### config.mk
export PLATFORM = sky130hd
export DESIGN_NAME = lif_neuron_rk4_spike_top
export DESIGN_NICKNAME = d
export VERILOG_FILES = /design/src/rtl/lifrk4_pkg.sv /design/src/rtl/lifrk4_ctrl.sv /design/src/rtl/lifrk4_datapath.sv /design/src/rtl/lif_neuron_rk4_spike_top.sv
export SDC_FILE = /design/constraint.sdc
export NUM_CORES = 2
export LEC_CHECK = 0
export ABC_CLOCK_PERIOD_IN_PS = 12700
export BUFFER_PORTS_ARGS = -buffer_cell sky130_fd_sc_hd__buf_2
export CORE_UTILIZATION = 41
export DETAILED_ROUTE_END_ITERATION = 10
export PLACE_DENSITY = 0.65
export SLEW_MARGIN = 5
export SYNTH_ARGS = -nofsm -noshare
export SYNTH_HDL_FRONTEND = slang
export SYNTH_SLANG_ARGS = --single-unit
### constraint.sdc
create_clock -name clk -period 12.7 [get_ports clk]
set_input_delay 2.54 -clock clk [delete_from_list [all_inputs] [get_ports clk]]
set_output_delay 2.54 -clock clk [all_outputs]
set_load 0.1 [all_outputs]
### src/rtl/lifrk4_pkg.sv
// ----------------------------------------------------------------------------
// lifrk4_pkg
// shared widths, codes, controller/datapath structs and arithmetic helpers
// ----------------------------------------------------------------------------
package lifrk4_pkg;

    localparam int SAMPLE_WIDTH  = 24;
    localparam int VOLTAGE_WIDTH = 32;

    localparam int LEAK_W    = 24;
    localparam int GAIN_W    = 32;
    localparam int THRESH_W  = 32;
    localparam int CFG_W     = 32;
    localparam int CFG_IDX_W = 2;
    localparam int FRAC_W    = 24;

    localparam logic [CFG_IDX_W-1:0] CFG_LEAK   = 2'd0;
    localparam logic [CFG_IDX_W-1:0] CFG_GAIN   = 2'd1;
    localparam logic [CFG_IDX_W-1:0] CFG_THRESH = 2'd2;

    localparam logic [LEAK_W-1:0]          LEAK_RESET   = 24'd335544;
    localparam logic [GAIN_W-1:0]          GAIN_RESET   = 32'd0;
    localparam logic signed [THRESH_W-1:0] THRESH_RESET = 32'sd7784628;

    // shared multiplier operands
    localparam int MUL_A_W = (SAMPLE_WIDTH > VOLTAGE_WIDTH) ? SAMPLE_WIDTH : VOLTAGE_WIDTH;
    localparam int MUL_B_W = GAIN_W + 1;
    localparam int PROD_W  = MUL_A_W + MUL_B_W;

    // derivative term widths
    localparam int P_BITS  = SAMPLE_WIDTH + GAIN_W + 1;
    localparam int Q_BITS  = VOLTAGE_WIDTH + LEAK_W;
    localparam int DIFF_W  = ((P_BITS > Q_BITS) ? P_BITS : Q_BITS) + 1;
    localparam int K_W     = DIFF_W - FRAC_W;
    localparam int SUM_W   = K_W + 3;

    // nibble-serial divide by six of the weighted sum magnitude
    localparam int DIGIT_W     = 4;
    localparam int DIV_DIGITS  = (SUM_W - 1 + DIGIT_W - 1) / DIGIT_W;
    localparam int MAG_W       = DIGIT_W * DIV_DIGITS;
    localparam int DIV_CNT_W   = $clog2(DIV_DIGITS);
    localparam int REM_W       = 3;
    localparam int DIG_VAL_W   = REM_W + DIGIT_W;
    localparam int RK4_DIVISOR = 6;

    localparam int SAT_A   = (K_W > MAG_W + 1) ? K_W : MAG_W + 1;
    localparam int SAT_W   = ((SAT_A > VOLTAGE_WIDTH) ? SAT_A : VOLTAGE_WIDTH) + 1;

    localparam logic signed [SAT_W-1:0] SAT_MAX =
        SAT_W'((longint'(1) <<< (VOLTAGE_WIDTH - 1)) - longint'(1));
    localparam logic signed [SAT_W-1:0] SAT_MIN = ~SAT_MAX;

    // current select codes
    localparam logic [1:0] SEL_PREV = 2'd0;
    localparam logic [1:0] SEL_MID  = 2'd1;
    localparam logic [1:0] SEL_NEW  = 2'd2;

    typedef struct packed {
        logic       load;
        logic       mul_p;
        logic       mul_q;
        logic       x_use_v;
        logic [1:0] s_sel;
        logic       k_calc;
        logic       acc_upd;
        logic       acc_first;
        logic       k_dbl;
        logic       x_upd;
        logic       x_half;
        logic       div_init;
        logic       div_step;
        logic       finish;
        logic       finish_step;
    } lifrk4_cmd_t;

    typedef struct packed {
        logic have_prev;
        logic out_free;
    } lifrk4_status_t;

    function automatic logic signed [VOLTAGE_WIDTH-1:0] sat_volt(
        input logic signed [SAT_W-1:0] a);
        logic signed [SAT_W-1:0] r;
        if (a > SAT_MAX)
            r = SAT_MAX;
        else if (a < SAT_MIN)
            r = SAT_MIN;
        else
            r = a;
        return VOLTAGE_WIDTH'(r);
    endfunction

    function automatic logic [DIGIT_W-1:0] div6_digit(input logic [DIG_VAL_W-1:0] val);
        logic [DIGIT_W-1:0] d;
        d = '0;
        for (int i = 1; i < (1 << DIGIT_W); i++)
        begin
            if (val >= DIG_VAL_W'(RK4_DIVISOR * i))
                d = DIGIT_W'(i);
        end
        return d;
    endfunction

endpackage

### src/rtl/lifrk4_ctrl.sv
// ----------------------------------------------------------------------------
// lifrk4_ctrl
// sequencer: loads each word; a stepping word gets four derivative evaluations on one multiplier, then divide by six
// ----------------------------------------------------------------------------
module lifrk4_ctrl
    import lifrk4_pkg::*;
(
    input  logic           clk,
    input  logic           rst_n,
    input  logic           in_valid,
    output logic           in_stall,
    input  lifrk4_status_t status,
    output lifrk4_cmd_t    cmd
);

    localparam logic [2:0] ST_IDLE = 3'd0;
    localparam logic [2:0] ST_MP   = 3'd1;
    localparam logic [2:0] ST_MQ   = 3'd2;
    localparam logic [2:0] ST_KD   = 3'd3;
    localparam logic [2:0] ST_UPD  = 3'd4;
    localparam logic [2:0] ST_PREP = 3'd5;
    localparam logic [2:0] ST_DIV  = 3'd6;
    localparam logic [2:0] ST_FIN  = 3'd7;

    localparam logic [1:0] LAST_STAGE = 2'd3;

    logic [2:0]           state_reg, state_next;
    logic [1:0]           stage_reg, stage_next;
    logic [DIV_CNT_W-1:0] cnt_reg, cnt_next;

    function automatic logic [1:0] sel_for(input logic [1:0] stage);
        logic [1:0] s;
        if (stage == 2'd0)
            s = SEL_PREV;
        else if (stage == LAST_STAGE)
            s = SEL_NEW;
        else
            s = SEL_MID;
        return s;
    endfunction

    assign in_stall = (state_reg != ST_IDLE);

    always_comb
    begin
        cmd        = '0;
        state_next = state_reg;
        stage_next = stage_reg;
        cnt_next   = cnt_reg;
        unique case (state_reg)
            ST_IDLE:
            begin
                stage_next = 2'd0;
                if (in_valid)
                begin
                    cmd.load   = 1'b1;
                    state_next = status.have_prev ? ST_MP : ST_FIN;
                end
            end
            ST_MP:
            begin
                cmd.mul_p  = 1'b1;
                cmd.s_sel  = sel_for(stage_reg);
                state_next = ST_MQ;
            end
            ST_MQ:
            begin
                cmd.mul_q   = 1'b1;
                cmd.x_use_v = (stage_reg == 2'd0);
                state_next  = ST_KD;
            end
            ST_KD:
            begin
                cmd.k_calc = 1'b1;
                state_next = ST_UPD;
            end
            ST_UPD:
            begin
                cmd.acc_upd   = 1'b1;
                cmd.acc_first = (stage_reg == 2'd0);
                cmd.k_dbl     = (stage_reg == 2'd1) || (stage_reg == 2'd2);
                if (stage_reg != LAST_STAGE)
                begin
                    // next derivative's current product overlaps the update
                    cmd.x_upd  = 1'b1;
                    cmd.x_half = (stage_reg != 2'd2);
                    cmd.mul_p  = 1'b1;
                    cmd.s_sel  = sel_for(stage_reg + 2'd1);
                    stage_next = stage_reg + 2'd1;
                    state_next = ST_MQ;
                end
                else
                begin
                    state_next = ST_PREP;
                end
            end
            ST_PREP:
            begin
                cmd.div_init = 1'b1;
                cnt_next     = '0;
                state_next   = ST_DIV;
            end
            ST_DIV:
            begin
                cmd.div_step = 1'b1;
                cnt_next     = cnt_reg + DIV_CNT_W'(1);
                if (cnt_reg == DIV_CNT_W'(DIV_DIGITS - 1))
                    state_next = ST_FIN;
            end
            ST_FIN:
            begin
                if (status.out_free)
                begin
                    cmd.finish      = 1'b1;
                    cmd.finish_step = status.have_prev;
                    state_next      = ST_IDLE;
                end
            end
            default:
            begin
                state_next = ST_IDLE;
            end
        endcase
    end

    always_ff @(posedge clk or negedge rst_n)
    begin
        if (!rst_n)
        begin
            state_reg <= ST_IDLE;
            stage_reg <= 2'd0;
            cnt_reg   <= '0;
        end
        else
        begin
            state_reg <= state_next;
            stage_reg <= stage_next;
            cnt_reg   <= cnt_next;
        end
    end

`ifndef SYNTHESIS
    a_accept_busy: assert property (@(posedge clk) disable iff (!rst_n)
        (in_valid && !in_stall) |=> in_stall)
        else $error("accepted word did not start processing");

    a_finish_free: assert property (@(posedge clk) disable iff (!rst_n)
        cmd.finish |-> status.out_free)
        else $error("result written while output register still occupied");

    a_mult_shared: assert property (@(posedge clk) disable iff (!rst_n)
        !(cmd.mul_p && cmd.mul_q))
        else $error("multiplier claimed twice in one cycle");

    a_finish_idle: assert property (@(posedge clk) disable iff (!rst_n)
        cmd.finish |=> !in_stall)
        else $error("not ready for a new word after finishing");
`endif

endmodule

### src/rtl/lifrk4_datapath.sv
// ----------------------------------------------------------------------------
// lifrk4_datapath
// config registers, neuron state, shared multiplier, rk4 accumulate, divide by six
// ----------------------------------------------------------------------------
module lifrk4_datapath
    import lifrk4_pkg::*;
(
    input  logic                            clk,
    input  logic                            rst_n,
    input  logic                            cfg_write,
    input  logic [CFG_IDX_W-1:0]            cfg_index,
    input  logic [CFG_W-1:0]                cfg_data,
    input  logic signed [SAMPLE_WIDTH-1:0]  current_sample,
    input  logic                            last_of_trace,
    input  lifrk4_cmd_t                     cmd,
    output lifrk4_status_t                  status,
    input  logic                            out_stall,
    output logic                            out_valid,
    output logic                            spike,
    output logic signed [VOLTAGE_WIDTH-1:0] membrane_voltage
);

    logic [LEAK_W-1:0]          leak_reg;
    logic [GAIN_W-1:0]          gain_reg;
    logic signed [THRESH_W-1:0] thresh_reg;

    logic signed [VOLTAGE_WIDTH-1:0] volt_reg, volt_next;
    logic signed [SAMPLE_WIDTH-1:0]  prev_reg;
    logic                            have_prev_reg;
    logic                            out_valid_reg;

    logic signed [SAMPLE_WIDTH-1:0]  cur_reg, mid_reg, mid_next, s_mul;
    logic                            last_reg;
    logic signed [SAMPLE_WIDTH:0]    pair_sum;

    logic signed [VOLTAGE_WIDTH-1:0] x_reg, x_mul;
    logic signed [MUL_A_W-1:0]       mul_a;
    logic signed [MUL_B_W-1:0]       mul_b;
    logic signed [PROD_W-1:0]        prod;
    logic signed [DIFF_W-1:0]        p_reg, q_reg, diff;
    logic signed [K_W-1:0]           k_reg, k_next, k_half;
    logic signed [SAT_W-1:0]         x_sum, fin_sum;
    logic signed [SUM_W-1:0]         acc_reg, acc_add, acc_base;

    logic [SUM_W-1:0]                abs_acc;
    logic [MAG_W-1:0]                mag_reg, quo_reg;
    logic [REM_W-1:0]                rem_reg, rem_next;
    logic                            neg_reg;
    logic [DIG_VAL_W-1:0]            dig_val, dig_prod;
    logic [DIGIT_W-1:0]              dig;
    logic signed [MAG_W:0]           quo_s;

    logic signed [VOLTAGE_WIDTH-1:0] v_new;
    logic                            v_spike;
    logic                            out_spike_reg;
    logic signed [VOLTAGE_WIDTH-1:0] out_volt_reg;

    // midpoint current, floor of the average
    assign pair_sum = (SAMPLE_WIDTH + 1)'(prev_reg) + (SAMPLE_WIDTH + 1)'(current_sample);
    assign mid_next = SAMPLE_WIDTH'(pair_sum >>> 1);

    always_comb
    begin
        unique case (cmd.s_sel)
            SEL_PREV: s_mul = prev_reg;
            SEL_MID:  s_mul = mid_reg;
            SEL_NEW:  s_mul = cur_reg;
            default:  s_mul = cur_reg;
        endcase
    end

    assign x_mul = cmd.x_use_v ? volt_reg : x_reg;
    assign mul_a = cmd.mul_q ? MUL_A_W'(x_mul) : MUL_A_W'(s_mul);
    assign mul_b = cmd.mul_q ? $signed(MUL_B_W'(leak_reg)) : $signed(MUL_B_W'(gain_reg));
    assign prod  = mul_a * mul_b;

    assign diff   = p_reg - q_reg;
    assign k_next = K_W'(diff >>> FRAC_W);
    assign k_half = cmd.x_half ? (k_reg >>> 1) : k_reg;
    assign x_sum  = SAT_W'(volt_reg) + SAT_W'(k_half);

    assign acc_add  = cmd.k_dbl ? (SUM_W'(k_reg) <<< 1) : SUM_W'(k_reg);
    assign acc_base = cmd.acc_first ? '0 : acc_reg;

    assign abs_acc  = acc_reg[SUM_W-1] ? unsigned'(-acc_reg) : unsigned'(acc_reg);

    // one quotient digit per step, remainder stays below six
    assign dig_val  = {rem_reg, mag_reg[MAG_W-1 -: DIGIT_W]};
    assign dig      = div6_digit(dig_val);
    assign dig_prod = DIG_VAL_W'(dig) * DIG_VAL_W'(RK4_DIVISOR);
    assign rem_next = REM_W'(dig_val - dig_prod);

    assign quo_s   = neg_reg ? -$signed({1'b0, quo_reg}) : $signed({1'b0, quo_reg});
    assign fin_sum = SAT_W'(volt_reg) + SAT_W'(quo_s);
    assign v_new   = sat_volt(fin_sum);
    assign v_spike = (v_new > thresh_reg);

    always_comb
    begin
        volt_next = volt_reg;
        if (last_reg)
            volt_next = '0;
        else if (cmd.finish_step)
            volt_next = v_spike ? '0 : v_new;
    end

    always_ff @(posedge clk or negedge rst_n)
    begin
        if (!rst_n)
        begin
            leak_reg   <= LEAK_RESET;
            gain_reg   <= GAIN_RESET;
            thresh_reg <= THRESH_RESET;
        end
        else if (cfg_write)
        begin
            unique case (cfg_index)
                CFG_LEAK:   leak_reg   <= cfg_data[LEAK_W-1:0];
                CFG_GAIN:   gain_reg   <= cfg_data[GAIN_W-1:0];
                CFG_THRESH: thresh_reg <= $signed(cfg_data[THRESH_W-1:0]);
                default:    ;
            endcase
        end
    end

    always_ff @(posedge clk or negedge rst_n)
    begin
        if (!rst_n)
        begin
            volt_reg      <= '0;
            prev_reg      <= '0;
            have_prev_reg <= 1'b0;
            out_valid_reg <= 1'b0;
        end
        else
        begin
            if (cmd.finish)
            begin
                volt_reg      <= volt_next;
                prev_reg      <= last_reg ? '0 : cur_reg;
                have_prev_reg <= !last_reg;
            end
            if (cmd.finish)
                out_valid_reg <= 1'b1;
            else if (!out_stall)
                out_valid_reg <= 1'b0;
        end
    end

    always_ff @(posedge clk)
    begin
        if (cmd.load)
        begin
            cur_reg  <= current_sample;
            last_reg <= last_of_trace;
            mid_reg  <= mid_next;
        end
        if (cmd.mul_p)
            p_reg <= DIFF_W'(prod);
        if (cmd.mul_q)
            q_reg <= DIFF_W'(prod);
        if (cmd.k_calc)
            k_reg <= k_next;
        if (cmd.x_upd)
            x_reg <= sat_volt(x_sum);
        if (cmd.acc_upd)
            acc_reg <= acc_base + acc_add;
        if (cmd.div_init)
        begin
            mag_reg <= MAG_W'(abs_acc);
            neg_reg <= acc_reg[SUM_W-1];
            quo_reg <= '0;
            rem_reg <= '0;
        end
        else if (cmd.div_step)
        begin
            mag_reg <= mag_reg << DIGIT_W;
            quo_reg <= {quo_reg[MAG_W-DIGIT_W-1:0], dig};
            rem_reg <= rem_next;
        end
        if (cmd.finish)
        begin
            out_spike_reg <= cmd.finish_step && v_spike;
            out_volt_reg  <= cmd.finish_step ? v_new : volt_reg;
        end
    end

    assign status.have_prev = have_prev_reg;
    assign status.out_free  = !out_valid_reg || !out_stall;

    assign out_valid        = out_valid_reg;
    assign spike            = out_spike_reg;
    assign membrane_voltage = out_volt_reg;

endmodule

### src/rtl/lif_neuron_rk4_spike_top.sv
// ----------------------------------------------------------------------------
// lif_neuron_rk4_spike_top
// leaky integrate-and-fire neuron, one rk4 step per current sample word
// a stepping word runs four dependent derivatives on the shared multiplier (two
// products each), then the nibble-serial divide by six; the first word of a
// trace is only loaded; in_stall holds off the next word until the result is
// written to the output register
// reset: asynchronous active-low, clears neuron state and loads register defaults
// ----------------------------------------------------------------------------
module lif_neuron_rk4_spike_top
    import lifrk4_pkg::*;
(
    input  logic                            clk,
    input  logic                            rst_n,
    input  logic                            cfg_write,
    input  logic [CFG_IDX_W-1:0]            cfg_index,
    input  logic [CFG_W-1:0]                cfg_data,
    input  logic                            in_valid,
    output logic                            in_stall,
    input  logic signed [SAMPLE_WIDTH-1:0]  current_sample,
    input  logic                            last_of_trace,
    output logic                            out_valid,
    input  logic                            out_stall,
    output logic                            spike,
    output logic signed [VOLTAGE_WIDTH-1:0] membrane_voltage
);

    lifrk4_cmd_t    cmd;
    lifrk4_status_t status;

    lifrk4_ctrl u_ctrl (
        .clk      (clk),
        .rst_n    (rst_n),
        .in_valid (in_valid),
        .in_stall (in_stall),
        .status   (status),
        .cmd      (cmd)
    );

    lifrk4_datapath u_datapath (
        .clk              (clk),
        .rst_n            (rst_n),
        .cfg_write        (cfg_write),
        .cfg_index        (cfg_index),
        .cfg_data         (cfg_data),
        .current_sample   (current_sample),
        .last_of_trace    (last_of_trace),
        .cmd              (cmd),
        .status           (status),
        .out_stall        (out_stall),
        .out_valid        (out_valid),
        .spike            (spike),
        .membrane_voltage (membrane_voltage)
    );

endmodule
# Word-level counts from Yosys, hierarchy flattened
# Index checks and enable logic that the tools add are counted.
classes:
  n_reduce_logical: 22
  muxes: 63
  n_eq_ne: 22
  order_cmp: 20
  multipliers: 2
  n_addsub: 10
op_table:
  columns: ["cell", "count"]
  rows:
  - ["32-bit 2-to-1 mux", 10]
  - ["36-bit 2-to-1 mux", 3]
  - ["37-bit 2-to-1 mux", 2]
  - ["32-bit by 33-bit multiplier with 58-bit output", 1]
  - ["58-bit subtractor", 1]
  - ["4-bit 2-to-1 mux", 14]
  - ["24-bit case mux with 2 select lines", 1]
  - ["32-bit by 37-bit adder with 38-bit output", 1]
  - ["38-bit by 32-bit greater-than comparator with 1-bit output, second input constant", 1]
  - ["38-bit by 32-bit < comparator with 1-bit output, second input constant", 1]
  - ["37-bit by 35-bit adder with 37-bit output", 1]
  - ["36-bit negator with 37-bit output", 1]
  - ["36-bit negator", 1]
  - ["32-bit by 34-bit adder with 35-bit output", 1]
  - ["7-bit by 6-bit greater-or-equal comparator with 1-bit output, second input constant", 5]
  - ["7-bit greater-or-equal comparator, second input constant", 5]
  - ["35-bit by 32-bit greater-than comparator with 1-bit output, second input constant", 1]
  - ["35-bit by 32-bit < comparator with 1-bit output, second input constant", 1]
  - ["34-bit 2-to-1 mux", 1]
  - ["33-bit 2-to-1 mux", 1]
  - ["32-bit greater-than comparator", 1]
  - ["24-bit by 24-bit adder with 25-bit output", 1]
  - ["24-bit 2-to-1 mux", 1]
  - ["3-bit case mux with 8 select lines", 1]
  - ["other kinds (31)", 82]
word_totals:
  output_inout_bits: 35
  input_bits: 64
  reg_bits: 532
  wordCells: 163

# Logic depth before layout (Yosys ltp)
depth:
  ltp_word: 18
  mapped_depth: 40
  mapped_depth_nobuf: 37

# Hierarchy
# From an unflattened synthesis, not the netlist that was laid out.
unflattened:
  cells_unflattened: 6740
  area_unflattened_um2: 64077.7
modules_own_cells:
  columns: ["mod", "n_inst", "cells_each", "area_each_um2"]
  rows:
  - ["lifrk4_datapath", 1, 6653, 63329.5]
  - ["lifrk4_ctrl", 1, 87, 748.2]

# Worst setup path before layout
# No wires, ideal clock.
synth_timing:
  kind: "reg2reg"
  start: "register u_ctrl.state_reg[1]"
  end: "register u_datapath.p_reg[56] (data pin)"
  path_stages_with_launch: 36
  path_buffers: 5
  t_arrival_ns: 10.864
  period_less_slack_ns: 11.084
  setup_slack_ns: 1.616
  setup_time_ns: 0.221
  path_cell_list: "dfrtp_1 > clkbuf_1 > nand3_1 > inv_1 > clkbuf_1 > clkbuf_1 > buf_1 > clkbuf_1 > nand2_1 > nand2_1 > nand2_1 > fa_1 > inv_1 > fa_1 > fa_1 > inv_1 > fa_1 > inv_1 > fa_1 > inv_1 > fa_1 > inv_1 > fa_1 > inv_1 > fa_1 > inv_1 > ha_1 > o211ai_1 > a211oi_1 > o2111ai_1 > a2111oi_0 > o21ai_0 > nand2_1 > a31oi_1 > or4_1 > o311ai_0"
synth_between:
  elab_chain_len: 6
  elab_cells_between_ends: 12
  classes_between: "mul: 1; eq/ne: 4; mux: 6; reduce/logical: 1"
synth_rtl:
  columns: ["item", "line_no", "text"]
  rows:
  - ["start: declaration", "lifrk4_ctrl.sv:27", "logic [2:0] state_reg, state_next;"]
  - ["start signal: assignment", "lifrk4_ctrl.sv:136", "state_reg <= state_next;"]
  - ["3-bit equality test / 3-bit by 1-bit equality test with 1-bit output (equally long branches)", "lifrk4_ctrl.sv:50", "unique case (state_reg)"]
  - ["2-bit case mux with 2 select lines", "lifrk4_ctrl.sv:50", null]
  - ["2-bit by 1-bit equality test with 1-bit output / 2-bit zero test (equally long branches)", "lifrk4_datapath.sv:64", "unique case (cmd.s_sel)"]
  - ["24-bit case mux with 2 select lines", "lifrk4_datapath.sv:64", null]
  - ["32-bit 2-to-1 mux", "lifrk4_datapath.sv:73", "assign mul_a = cmd.mul_q ? MUL_A_W'(x_mul) : MUL_A_W'(s_mul);"]
  - ["32-bit by 33-bit multiplier with 58-bit output *", "lifrk4_datapath.sv:75", "assign prod = mul_a * mul_b;"]
  - ["via u_datapath.prod[56]", "lifrk4_datapath.sv:39", "logic signed [PROD_W-1:0] prod;"]
  - ["end signal: assignment", "lifrk4_datapath.sv:159", "p_reg <= DIFF_W'(prod);"]
  - ["end: declaration", "lifrk4_datapath.sv:40", "logic signed [DIFF_W-1:0] p_reg, q_reg, diff;"]
# The timed path passes the listed nets; every way through them passes the cells marked *.
# A chain may end at the register's enable or synchronous reset.

# Final worst setup path
layout_timing:
  start: "register u_ctrl.stage_reg[0]"
  end: "register u_datapath.p_reg[56] (data pin)"
layout_between:
  elab_chain_len: 10
  elab_cells_between_ends: 19
  classes_between: "add/sub: 1; mul: 1; eq/ne: 4; mux: 10; reduce/logical: 3"
layout_rtl:
  columns: ["item", "line_no", "text"]
  rows:
  - ["start: declaration", "lifrk4_ctrl.sv:28", "logic [1:0] stage_reg, stage_next;"]
  - ["start signal: assignment", "lifrk4_ctrl.sv:137", "stage_reg <= stage_next;"]
  - ["2-bit by 1-bit adder with 2-bit output", "lifrk4_ctrl.sv:88", "cmd.s_sel = sel_for(stage_reg + 2'd1);"]
  - ["2-bit equality test", "lifrk4_ctrl.sv:35", "else if (stage == LAST_STAGE)"]
  - ["2-bit 2-to-1 mux", "lifrk4_ctrl.sv:35", null]
  - ["2-bit 2-to-1 mux", "lifrk4_ctrl.sv:33", "if (stage == 2'd0)"]
  - ["2-bit 2-to-1 mux", "lifrk4_ctrl.sv:82", "if (stage_reg != LAST_STAGE)"]
  - ["2-bit case mux with 2 select lines", "lifrk4_ctrl.sv:50", null]
  - ["2-bit by 1-bit equality test with 1-bit output / 2-bit zero test (equally long branches)", "lifrk4_datapath.sv:64", null]
  - ["24-bit case mux with 2 select lines", "lifrk4_datapath.sv:64", null]
  - ["32-bit 2-to-1 mux *", "lifrk4_datapath.sv:73", null]
  - ["32-bit by 33-bit multiplier with 58-bit output *", "lifrk4_datapath.sv:75", null]
  - ["via u_datapath.prod[56]", "lifrk4_datapath.sv:39", null]
# Marked as above.

==> results.txt <==
----------------------------------------------------
[Yosys]
  Count of unique library cells instantiated by Yosys ... 80
  Post-synth design cell area ... 63670 sq um
  Leading cell types by count after synthesis ... 1121 x inv_1, 889 x fa_1, 682 x nand2_1, 672 x nor2_1, 476 x ha_1
  Post-synthesis async set-or-reset flop share ... 29.14%
  Cell taking the most area after synthesis ... fa_1
  Synth top area share ... 27.95%
  Top post-synthesis cells by area ... fa_1 28%, edfxtp_1 16%, ha_1 9.4%
  Post-synthesis cell count ... 6659
  Number of storage elements in the synthesis netlist ... 532
  Number of synthesis warnings ... 0
  Avg Inst Size Synth ... 9.562 sq um
  Most common cell in the netlist ... inv_1
  Post-synth net total ... 8088
  Most used flip-flop cell after synthesis ... edfxtp_1
  Proportion of synthesized chip area in sequential cells ... 23.30%
  Post-synth EDFFs ... 338

[Worst hold path]
  Worst-case hold path end point ... u_datapath.rem_reg[0]$_SDFFE_PP0P_
  Worst hold path type ... flop to flop
  Hold depth ... 2
  Startpoint of the tightest hold check path ... u_datapath.mag_reg[32]$_DFFE_PP_

[Final layout]
  Final-stage net count ... 8149
  Seq. cell area ... 14840 sq um
  Share of cells above drive strength 1 ... 10.14%
  Count of filler cells inserted in the layout ... 14650
  Total area of multi-input combinational cells ... 43840 sq um
  Area growth from synthesis to final layout ... 8.788%

[Setup path]
  Capture point of the worst reg-to-reg path ... u_datapath.p_reg[56]$_DFFE_PP_
  Sort of element at the end of the critical path ... flop
  Delay of the slowest cell on the worst path ... 0.90 ns
  Critical Path Source Type ... flop
  Start-to-end type of the worst setup path ... flop to flop
  Critical path's slowest cell ... a211oi_1
  Minimum setup slack among reg-to-reg paths ... 1.35 ns
  Data required time of the critical path ... 13.11 ns
  Cell type group with the largest total delay on the critical path ... adder cells
  Most used cell along the critical path ... fa_1
  Number of cells on the worst reg-to-reg path ... 35
  Sum of buffers and inverters on the critical path ... 9
  Critical Path Fanout Max ... 20
  CP arrival ... 11.76 ns
  Source of the worst register-to-register timing path ... u_ctrl.stage_reg[0]$_DFFE_PN0P_

[Global routing]
  Met2 Use GR ... 37.58%
  Vias in the first global route ... 49530
  Number of antenna violations at the first check in global routing ... 5
  Largest net degree at the start of global routing ... 96
  Met1 Resource Use GR ... 34.03%
  Total GRT Usage ... 25.48%
  Routing usage on met3 ... 7.361%
  Global-route wire length before repair ... 303400 um
  Remaining global-route overflow ... 0
  Busiest grt layer ... met2

[Timing]
  Min Tclk post-route ... 11.35 ns
  Pins over their slew limit ... 0
  Worst relative slew slack ... 14.04%
  Hold_ws ... 0.4528 ns
  Unrepaired setup endpoints after global routing ... no
  Maximum clock frequency ... 88.12 MHz
  Post-route clock skew ... 0.08804 ns
  Final setup TNS ... 0 ns
  Slew at the pin with the worst max-slew slack ... 1.289 ns
  Final period utilization ... 89.36%
  Final hold violation count ... 0
  Smallest setup slack after layout ... 1.352 ns
  Count of final setup violators ... 0

[Floorplanning]
  Total number of placement rows ... 144
  Y dimension of the die ... 396.1 um
  Num ports ... 99
  Initial core utilization ... 41.33%
  Core region area ... 154000 sq um
  Overall die area ... 156900 sq um
  Die boundary width ... 396.1 um

[Placement]
  Port-buffer cells ... 98
  Final Wtd Congestion ... 1.030
  Post-DP HPWL ... 157100 um
  Post-placement setup slack ... 1.503 ns

[Drt]
  Via count ... 48470
  Per-cell routed wire length ... 22.50 um
  Number of detailed-routing iterations run before antenna repair ... 6
  Drt initial violations ... 3925
  Remaining DRCs ... 0
  Count of antenna-violating nets left after detailed routing ... 0
  WL final ... 198500 um
  DR vias/cell ... 5.495

[Clock tree]
  Buffer type at the clock tree root ... clkbuf_16
  Clock input transition at the sequential cells of the worst setup and hold paths ... 0.06 ns
  Hold buffer count at cts ... 0
  TritonCTS clock tree ... yes
  CTS HTree Levels ... 2
  TritonCTS sink count ... 532
  Total clock buffers created by CTS ... 61
  Resize count post-CTS ... 0
  Setup repair bufs after CTS ... 0
  Clock buffer depth ... 3
  Skew-Pair Late Insertion Delay ... 0.73 ns

[Job]
  Number of violations of the max-capacitance limit ... 0

[Status]
  Result of the run ... complete, no violations

----------------------------------------------------
how the worst max path moves through the flow:
stage,end,start,slack [ns],depth (start not counted)
floorplan,u_datapath.p_reg[56]$_DFFE_PP_,u_ctrl.state_reg[1]$_DFFE_PN0P_,1.62,35
global placement,u_datapath.p_reg[56]$_DFFE_PP_,u_ctrl.stage_reg[0]$_DFFE_PN0P_,1.61,35
detailed placement,u_datapath.p_reg[56]$_DFFE_PP_,u_ctrl.stage_reg[0]$_DFFE_PN0P_,1.50,35
CTS,u_datapath.p_reg[56]$_DFFE_PP_,u_ctrl.stage_reg[0]$_DFFE_PN0P_,1.43,35
global route,u_datapath.p_reg[56]$_DFFE_PP_,u_ctrl.state_reg[2]$_DFFE_PN0P_,0.98,33
finish,u_datapath.p_reg[56]$_DFFE_PP_,u_ctrl.stage_reg[0]$_DFFE_PN0P_,1.35,35
cell families (layout without fill, tap and decap cells):
logic type	count (synthesis)	after routing	synth area share (%)
flip-flops	532	532	23.30
AND/OR/NAND/NOR	1855	1855	12.89
adder cells (fa/ha/maj)	1366	1366	37.32
AO/OA/AOI/OAI	967	967	9.821
XOR/XNOR	280	280	3.852
multiplexers	267	267	4.588
other	0	5	0
buffers and inverters	1392	1506	8.226
through the flow:
step / std cells / area, sq um / utilization [%]
3_5_place_dp: 8701 / 67230 / 43.65
3_3_place_gp: 8701 / 67230 / 43.65
4_1_cts: 8817 / 69250 / 44.95
6_report: 8822 / 69270 / 44.97
2_1_floorplan: 6659 / 63670 / -
5_1_grt: 8817 / 69260 / 44.96
worst min-delay path, delay by kind of cell, from the launching register on:
kind,cells,cell delay (ns)
DFF,1,0.32
AOI/OAI and AO/OA,1,0.06
and+or+nand+nor,1,0.04
cell type report:
| class | instances | area share, % |
|---|---|---|
| tap | 2044 | 3.692 |
| inverter | 1121 | 6.082 |
| multi-input combinational | 4735 | 63.29 |
| sequential | 532 | 21.42 |
| timing repair buffer | 269 | 2.588 |
| clock buffer | 79 | 2.410 |
| antenna | 5 | 0.01806 |
| clock inverter | 37 | 0.4967 |
cell usage in the layout (no fill, tap or decap), types with 125 or more instances in the layout:
| cell | count |
|---|---|
| a21o_1 | 125 |
| a21oi_1 | 240 |
| buf_4 | 170 |
| dfrtp_1 | 133 |
| edfxtp_1 | 338 |
| fa_1 | 889 |
| ha_1 | 476 |
| inv_1 | 1119 |
| mux2_2 | 199 |
| nand2_1 | 682 |
| nor2_1 | 666 |
| o21ai_0 | 186 |
| xnor2_1 | 172 |
layer usage:
metal | share of wire, % | wire length, um
met1 | 41 | 80750
met2 | 42 | 83690
met3 | 11 | 21920
met4 | 6.1 | 12070
met5 | 0.043 | 85
Power is left out: the tool's default activity adds up to more than one toggle a clock period on the data nets, which glitch-free logic cannot reach.
